--- src/rtl/decode_hazard_scoreboard_defines.svh ---
// Assertion macros shared by the decode hazard scoreboard RTL.
// Each macro expects signals named clk and rst_n in the module that uses it.
`ifndef DECODE_HAZARD_SCOREBOARD_DEFINES_SVH
`define DECODE_HAZARD_SCOREBOARD_DEFINES_SVH

// The consequent must hold in the same cycle as the antecedent.
`define DHS_ASSERT_NOW(label, ante, cons) \
    label: assert property (@(posedge clk) disable iff (!rst_n) (ante) |-> (cons)) \
        else $error("decode hazard scoreboard: same-cycle check failed");

// The consequent must hold in the cycle after the antecedent.
`define DHS_ASSERT_NEXT(label, ante, cons) \
    label: assert property (@(posedge clk) disable iff (!rst_n) (ante) |=> (cons)) \
        else $error("decode hazard scoreboard: next-cycle check failed");

`endif

--- src/rtl/dhs_pkg.sv ---
// Types and constants for the decode hazard scoreboard.
// No dependencies; used by dhs_scoreboard and decode_hazard_scoreboard.
package dhs_pkg;

    typedef logic [1:0] dhs_wait_t;
    typedef logic [5:0] dhs_src_t;

    localparam dhs_wait_t WAIT_STALL  = 2'd1;
    localparam dhs_wait_t WAIT_BYPASS = 2'd2;

    localparam dhs_src_t REG_NONE = 6'd0;
    localparam dhs_src_t REG_HI   = 6'd32;
    localparam dhs_src_t REG_LO   = 6'd33;

    typedef struct packed {
        logic [5:0] src_a;
        logic [5:0] src_b;
        logic       float_src_valid;
        logic [3:0] float_src;
        logic       is_illegal;
        logic       is_syscall;
        logic       writes_gpr;
        logic [1:0] hilo_write;
        logic       writes_fpr;
        logic [4:0] dest_reg;
        logic [1:0] result_latency;
        logic       syscall_done;
    } dhs_item_t;

    typedef struct packed {
        logic stall_res;
        logic bubble;
        logic squash_fetch;
        logic illegal;
        logic src_a_bypass;
        logic src_b_bypass;
    } dhs_result_t;

    // One step of a wait counter: optional clear on bypass, count down,
    // then raise to the result latency.
    function automatic dhs_wait_t wait_step(input dhs_wait_t cur, input logic clr,
                                            input logic adv, input logic raise,
                                            input dhs_wait_t lat);
        dhs_wait_t v;
        v = clr ? 2'd0 : cur;
        if (adv && (v != 2'd0)) begin
            v = v - 2'd1;
        end
        if (raise && (lat > v)) begin
            v = lat;
        end
        return v;
    endfunction

endpackage

--- src/rtl/dhs_scoreboard.sv ---
// Wait counters, syscall flag and the per-instruction interlock decision.
// Depends on dhs_pkg and decode_hazard_scoreboard_defines.svh.
`include "decode_hazard_scoreboard_defines.svh"

module dhs_scoreboard
    import dhs_pkg::*;
#(
    parameter int NUM_GPR       = 32,
    parameter int NUM_FPR_PAIRS = 16
)
(
    input  logic        clk,
    input  logic        rst_n,
    input  logic        fire,
    input  dhs_item_t   item,
    output dhs_result_t result
);

    logic [NUM_GPR-1:0][1:0]       gpr_wait_reg, gpr_wait_next;
    logic [NUM_FPR_PAIRS-1:0][1:0] fpr_wait_reg, fpr_wait_next;
    dhs_wait_t                     hi_wait_reg, hi_wait_next;
    dhs_wait_t                     lo_wait_reg, lo_wait_next;
    logic                          syscall_pending_reg, syscall_pending_next;

    logic      pend, path_ill, path_sys, path_norm;
    logic      a_hit, b_hit, f_busy, hazard, stall, issue, adv;
    dhs_wait_t a_val, b_val;
    logic      byp_a, byp_b, wr_gpr_sel, wr_hilo_sel, wr_fpr_sel;

    assign pend      = syscall_pending_reg && !item.syscall_done;
    assign path_ill  = !pend && item.is_illegal;
    assign path_sys  = !pend && !item.is_illegal && item.is_syscall;
    assign path_norm = !pend && !item.is_illegal && !item.is_syscall;

    // Source lookups: HI and LO codes always win over a general register.
    always_comb
    begin
        a_hit = 1'b0;
        a_val = 2'd0;
        b_hit = 1'b0;
        b_val = 2'd0;
        if (item.src_a == REG_HI)
        begin
            a_hit = 1'b1;
            a_val = hi_wait_reg;
        end
        else if (item.src_a == REG_LO)
        begin
            a_hit = 1'b1;
            a_val = lo_wait_reg;
        end
        if (item.src_b == REG_HI)
        begin
            b_hit = 1'b1;
            b_val = hi_wait_reg;
        end
        else if (item.src_b == REG_LO)
        begin
            b_hit = 1'b1;
            b_val = lo_wait_reg;
        end
        for (int i = 1; i < NUM_GPR; i++)
        begin
            if ((i != 32) && (i != 33))
            begin
                if (item.src_a == 6'(i))
                begin
                    a_hit = 1'b1;
                    a_val = gpr_wait_reg[i];
                end
                if (item.src_b == 6'(i))
                begin
                    b_hit = 1'b1;
                    b_val = gpr_wait_reg[i];
                end
            end
        end
    end

    always_comb
    begin
        f_busy = 1'b0;
        for (int j = 0; j < NUM_FPR_PAIRS; j++)
        begin
            if (item.float_src_valid && ({1'b0, item.float_src} == 5'(j))
                && (fpr_wait_reg[j] != 2'd0))
            begin
                f_busy = 1'b1;
            end
        end
    end

    assign hazard = (a_hit && (a_val == WAIT_STALL)) || (b_hit && (b_val == WAIT_STALL))
                    || f_busy;
    assign stall  = pend || path_sys || (path_norm && hazard);
    assign issue  = path_norm && !hazard;
    assign adv    = !path_ill;
    assign byp_a  = issue && a_hit && (a_val == WAIT_BYPASS);
    assign byp_b  = issue && b_hit && (b_val == WAIT_BYPASS);

    // Destination priority: general register, then HI/LO, then float pair.
    assign wr_gpr_sel  = issue && item.writes_gpr && (item.dest_reg != 5'd0);
    assign wr_hilo_sel = issue && !wr_gpr_sel && (item.hilo_write != 2'd0);
    assign wr_fpr_sel  = issue && !wr_gpr_sel && (item.hilo_write == 2'd0)
                         && item.writes_fpr;

    always_comb
    begin
        logic clr;
        for (int i = 0; i < NUM_GPR; i++)
        begin
            clr = ((i != 32) && (i != 33) && (i != 0)) &&
                  ((byp_a && (item.src_a == 6'(i))) || (byp_b && (item.src_b == 6'(i))));
            gpr_wait_next[i] = wait_step(gpr_wait_reg[i], clr, adv,
                                         wr_gpr_sel && ({1'b0, item.dest_reg} == 6'(i)),
                                         item.result_latency);
        end
        for (int j = 0; j < NUM_FPR_PAIRS; j++)
        begin
            fpr_wait_next[j] = wait_step(fpr_wait_reg[j], 1'b0, adv,
                                         wr_fpr_sel && ({1'b0, item.dest_reg[4:1]} == 5'(j)),
                                         item.result_latency);
        end
        hi_wait_next = wait_step(hi_wait_reg,
                                 (byp_a && (item.src_a == REG_HI))
                                 || (byp_b && (item.src_b == REG_HI)),
                                 adv, wr_hilo_sel && item.hilo_write[0],
                                 item.result_latency);
        lo_wait_next = wait_step(lo_wait_reg,
                                 (byp_a && (item.src_a == REG_LO))
                                 || (byp_b && (item.src_b == REG_LO)),
                                 adv, wr_hilo_sel && item.hilo_write[1],
                                 item.result_latency);
        syscall_pending_next = pend || path_sys;
    end

    always_comb
    begin
        result.stall_res    = stall;
        result.bubble       = stall;
        result.squash_fetch = pend || path_sys;
        result.illegal      = path_ill;
        result.src_a_bypass = byp_a;
        result.src_b_bypass = byp_b;
    end

    always_ff @(posedge clk or negedge rst_n)
    begin
        if (!rst_n)
        begin
            gpr_wait_reg        <= '0;
            fpr_wait_reg        <= '0;
            hi_wait_reg         <= 2'd0;
            lo_wait_reg         <= 2'd0;
            syscall_pending_reg <= 1'b0;
        end
        else if (fire)
        begin
            gpr_wait_reg        <= gpr_wait_next;
            fpr_wait_reg        <= fpr_wait_next;
            hi_wait_reg         <= hi_wait_next;
            lo_wait_reg         <= lo_wait_next;
            syscall_pending_reg <= syscall_pending_next;
        end
    end

    // Scoreboard state moves only when an instruction is evaluated.
    `DHS_ASSERT_NEXT(a_state_holds_idle, !fire, $stable(gpr_wait_reg) && $stable(fpr_wait_reg))
    // An illegal op with no syscall in flight leaves every counter alone.
    `DHS_ASSERT_NEXT(a_illegal_no_change, fire && path_ill,
                     $stable(gpr_wait_reg) && $stable(hi_wait_reg) && $stable(lo_wait_reg))
    // A new syscall always leaves the pending flag set.
    `DHS_ASSERT_NEXT(a_syscall_sets_pending, fire && path_sys, syscall_pending_reg)

endmodule

--- src/rtl/decode_hazard_scoreboard.sv ---
// Decode hazard scoreboard: interlock, bypass select and syscall squash for decode.
// An item is held in the input register, then its decision is registered in the result register.
// Throughput is one instruction per cycle while res_stall is low; the counter update sets this single pass.
// Reset (rst_n low, asynchronous) clears all wait counters, the syscall flag and valids.
// Depends on dhs_pkg, dhs_scoreboard and decode_hazard_scoreboard_defines.svh.
`include "decode_hazard_scoreboard_defines.svh"

module decode_hazard_scoreboard
    import dhs_pkg::*;
#(
    parameter int NUM_GPR       = 32,
    parameter int NUM_FPR_PAIRS = 16
)
(
    input  logic        clk,
    input  logic        rst_n,
    input  logic        item_valid,
    output logic        item_stall,
    input  dhs_item_t   item,
    output logic        res_valid,
    input  logic        res_stall,
    output dhs_result_t res
);

    // The input register holds one accepted beat. It is evaluated against the
    // scoreboard as soon as the result register is free or being drained, so a
    // beat can be taken every cycle and one more can be held while a result
    // waits downstream.
    logic        in_valid_reg, in_valid_next;
    dhs_item_t   in_data_reg;
    logic        res_valid_reg, res_valid_next;
    dhs_result_t res_data_reg;
    dhs_result_t decide;
    logic        fire, accept;

    assign fire       = in_valid_reg && (!res_valid_reg || !res_stall);
    assign item_stall = in_valid_reg && !fire;
    assign accept     = item_valid && !item_stall;

    // All counters and the syscall flag advance only when fire is high, so
    // stalls on either side never age the scoreboard.
    dhs_scoreboard #(
        .NUM_GPR       (NUM_GPR),
        .NUM_FPR_PAIRS (NUM_FPR_PAIRS)
    ) u_scoreboard (
        .clk    (clk),
        .rst_n  (rst_n),
        .fire   (fire),
        .item   (in_data_reg),
        .result (decide)
    );

    always_comb
    begin
        if (accept)
        begin
            in_valid_next = 1'b1;
        end
        else if (fire)
        begin
            in_valid_next = 1'b0;
        end
        else
        begin
            in_valid_next = in_valid_reg;
        end

        if (fire)
        begin
            res_valid_next = 1'b1;
        end
        else if (res_stall)
        begin
            res_valid_next = res_valid_reg;
        end
        else
        begin
            res_valid_next = 1'b0;
        end
    end

    always_ff @(posedge clk or negedge rst_n)
    begin
        if (!rst_n)
        begin
            in_valid_reg  <= 1'b0;
            res_valid_reg <= 1'b0;
        end
        else
        begin
            in_valid_reg  <= in_valid_next;
            res_valid_reg <= res_valid_next;
        end
    end

    // Payload registers carry no reset; their valids qualify them.
    always_ff @(posedge clk)
    begin
        if (accept)
        begin
            in_data_reg <= item;
        end
        if (fire)
        begin
            res_data_reg <= decide;
        end
    end

    assign res_valid = res_valid_reg;
    assign res       = res_data_reg;

    // A bypassed source only happens on an instruction that issued.
    `DHS_ASSERT_NOW(a_bypass_needs_issue,
                    res_valid && (res.src_a_bypass || res.src_b_bypass), !res.stall_res)
    // An illegal op is passed on with every other flag low.
    `DHS_ASSERT_NOW(a_illegal_alone, res_valid && res.illegal,
                    !res.stall_res && !res.squash_fetch && !res.bubble)
    // A syscall squash always comes with a stall and a bubble.
    `DHS_ASSERT_NOW(a_squash_stalls, res_valid && res.squash_fetch,
                    res.stall_res && res.bubble)

endmodule
--- config.mk ---
export PLATFORM = sky130hd
export DESIGN_NAME = decode_hazard_scoreboard
export DESIGN_NICKNAME = d
export VERILOG_FILES = /design/src/rtl/dhs_pkg.sv /design/src/rtl/dhs_scoreboard.sv /design/src/rtl/decode_hazard_scoreboard.sv
export VERILOG_INCLUDE_DIRS = /design/src /design/src/rtl
export SDC_FILE = /design/constraint.sdc
export NUM_CORES = 1
export LEC_CHECK = 0
export ABC_AREA = 1
export BUFFER_PORTS_ARGS = -buffer_cell sky130_fd_sc_hd__buf_2
export CAP_MARGIN = 0
export CORE_MARGIN = 4
export CORE_UTILIZATION = 46
export DETAILED_ROUTE_END_ITERATION = 16
export PLACE_DENSITY = 0.72
export SLEW_MARGIN = 40
export SYNTH_ARGS = -nofsm -noshare
export SYNTH_HDL_FRONTEND = slang
export SYNTH_HIERARCHICAL = 1
export SYNTH_SLANG_ARGS = --single-unit
export TNS_END_PERCENT = 5
--- constraint.sdc ---
create_clock -name clk -period 4.35 [get_ports clk]
set_input_delay 0.2175 -clock clk [delete_from_list [all_inputs] [get_ports clk]]
set_output_delay 0.2175 -clock clk [all_outputs]
set_load 0.02 [all_outputs]
==> qor.csv <==
stage;metric;value;unit
drt;ant_nets;0;
setup_path;slowest_stage;edfxtp_1;
setup_path;r2r_start;in_data_reg[25];
clock_tree;clockBufferDepth;2;
synthesis;ys_ff_latch;138;
floorplanning;ioPinCount;43;
min_path;hp-start;item[25];
global_routing;overflow;0;
global_routing;grt_pass1_wl;78.8;mm
floorplanning;core-area;28900;um^2
clock_tree;clock_latency;450;ps
floorplanning;die_x;180;um
setup_path;crit_required;4720;ps
placement;place_hpwl;34.9;mm
synthesis;syn_inst;1996;
drt;first_pass_iters;7;
timing;fin_ws;-1290;ps
synthesis;synth-edff-count;37;
synthesis;syn_area;13500;um^2
drt;drc;0;
setup_path;startpoint;in_data_reg[25];
synthesis;yosysWarnings;6;
global_routing;grtUsageTotal;29.8;%
setup_path;cp-start-kind;register;
placement;place.gp.congestion;0.995;
drt;drt_iter0_markers;1375;
timing;fin_skew;16.3;ps
setup_path;critPathTopFamily;simple AND/OR/NAND/NOR gates;
timing;final_hold_viol_count;0;
placement;dp_worst_setup_slack;-1310;ps
timing;setup_viol;66;
clock_tree;htreeDepth;4;
timing;fin_crit_sh;130;%
pwr;p_leak;8.58;nW
clock_tree;cts_sinks;138;
setup_path;cp_data_arrival_time;6000;ps
setup_path;reg2reg_slack;-1290;ps
flow_run;maxCapViolCount;0;
floorplanning;die-area;32200;um^2
drt;via_count;15400;
drt;drt_wl_total;49.8;mm
timing;relSlewSlack;46.3;%
drt;vias_per_cell;5.69;
min_path;hold_path_class;in -> reg;
drt;wl_per_cell;18.4;um
pwr;pwr_density_cell;580;nW/um^2
floorplanning;rows;62;
setup_path;worst-path-max-fanout;8;
clock_tree;clk_pin_slew_worst_paths;70;ps
layout;largest_reg_flops;62;
timing;final-max-slew-violation-count;0;
setup_path;worstSetupPathType;reg -> reg;
layout;layout-drive-gt1-share;24.8;%
setup_path;endpoint_kind;register;
synthesis;async_flop_share;73.2;%
outcome;outcome;complete, but fails checks;
layout;fin_nets;2496;
timing;max_freq;177;MHz
global_routing;grt_max_degree;81;
setup_path;slowest_delay;450;ps
timing;min_period;5640;ps
global_routing;grt_pass1_vias;15300;
synthesis;synth_area_per_cell;6.78;um^2
setup_path;crit_top_cell;nand4_1;
clock_tree;cts_root_buffer;clkbuf_16;
floorplanning;start_util;46.9;%
placement;place_inst;2627;
layout;diodes;0;
floorplanning;die_height;180;um
layout;synthToLayoutAreaGrowth;35.2;%
pwr;peakVddDrop;322;uV
placement;io_buffer_count;42;
outcome;violations;negative setup slack;
timing;tns;-78550;ps
setup_path;worst-path-buf-inv;4;
synthesis;synth-seq-area-share;26.9;%
timing;rsz0062_at_grt;yes;
clock_tree;cts_made_buffers;17;
synthesis;synthFlopType;dfrtp_1;
synthesis;ys_types;41;
layout;final_cells;2711;
clock_tree;cts_tree;done;
global_routing;antenna_found_initial;0;
synthesis;syn_nets;2178;
timing;tightest_slew;804;ps
-- cell families after synthesis --
family,after synthesis,share of synthesized area (%)
adder cells (fa/ha/maj),147,13.6
flip-flops,138,26.9
XOR/XNOR,49,3.17
AO/OA/AOI/OAI,248,11.4
AND/OR/NAND/NOR,1047,34.4
buffers and inverters,367,10.6
-- power breakdown --
group	total (mW)	switching, mW	internal (mW)
Sequential	2.31	0.498	1.81
Combinational	6.74	3.74	2.99
Clock	1.58	0.705	0.871
Total	10.6	4.95	5.67
-- metrics by stage --
step	total power [mW]	area [um^2]	hold WS, ps	util [%]
after floorplan	6.27	13800	-78.1	-
after global placement	7.75	16400	38.5	56.7
after detailed placement	8.08	16400	45.6	56.7
after CTS	10.3	18000	12.2	62.3
after global routing	11.6	18300	17.7	63.4
final	10.6	18300	17.4	63.4
-- cell usage in the layout, fill, tap and decap left out, drive strengths merged, types with 3 or more instances in the layout --
| cell | Yosys | final |
|---|---|---|
| nand2 | 466 | 466 |
| buf | 25 | 335 |
| inv | 291 | 300 |
| nor2 | 230 | 230 |
| nand3 | 150 | 150 |
| ha | 147 | 147 |
| nand4 | 103 | 103 |
| dfrtp | 101 | 101 |
| a21oi | 85 | 85 |
| xor2 | 49 | 49 |
| a2111oi | 47 | 47 |
| or2 | 43 | 43 |
| o21ai | 43 | 43 |
| edfxtp | 37 | 37 |
| o22ai | 33 | 33 |
| and2 | 33 | 33 |
| dlygate4sd3 | 0 | 32 |
| a31oi | 30 | 30 |
| nor3 | 19 | 19 |
| clkbuf | 45 | 18 |
| clkinv | 6 | 9 |
| nor3b | 3 | 3 |
| a211oi | 3 | 3 |
-- layout make-up --
cell class	instances	area (um^2)
fill	2546	10600
multi-input combinational	1491	9530
sequential	138	3640
timing repair buffer	369	2930
inverter	297	1120
tap	384	480
clock buffer	17	425
clock inverter	15	181
-- final timing paths --
kind                                            endpoint  depth (start not counted)
max                        u_scoreboard/gpr_wait_reg[38]                         38
min                                      in_data_reg[25]                          1
max reg2reg                u_scoreboard/gpr_wait_reg[38]                         38
min reg2reg                u_scoreboard/fpr_wait_reg[24]                          2
max in group asynchronous  u_scoreboard/gpr_wait_reg[54]                          3
min in group asynchronous    u_scoreboard/hi_wait_reg[0]                          2
-- routing by layer --
layer	part of all wire, %	track usage, %	vias to the layer above
li1	-	-	7317
met3	6.8	4.28	153
met5	0	0	-
met1	41	37.6	7306
met2	48	51.0	661
met4	3.9	13.0	0
-- synthesized netlist by cell type, types with 2 or more instances --
master / number / area, um^2
nor3_1: 18 / 90.1
xor2_1: 49 / 429
o22ai_1: 33 / 206
nand3_1: 145 / 726
a21oi_1: 83 / 415
buf_4: 9 / 67.6
or2_2: 43 / 269
nand3_2: 5 / 50.1
inv_2: 5 / 18.8
nor2_1: 226 / 848
o21ai_0: 30 / 150
dfrtp_1: 101 / 2530
o21ai_1: 13 / 65.1
a211oi_1: 3 / 22.5
o211ai_1: 2 / 15.0
nand2_1: 465 / 1750
edfxtp_1: 37 / 1110
a2111oi_0: 47 / 412
buf_2: 10 / 50.1
clkinv_1: 6 / 22.5
nand4_1: 102 / 638
inv_1: 286 / 1070
clkbuf_1: 45 / 169
a31oi_1: 30 / 188
and2_1: 33 / 206
buf_1: 5 / 18.8
nor3b_1: 3 / 22.5
nor2_2: 3 / 18.8
ha_1: 147 / 1840
-- what timing repair did --
item	in CTS	in global routing
hold buffers	32	0
endpoints found under the setup margin	66	98
setup buffers	9	8
endpoints found under the hold margin	82	0
pin swaps	12	28
gates cloned	1	1
resized for setup	67	67
(Power assumes the default switching activity.)
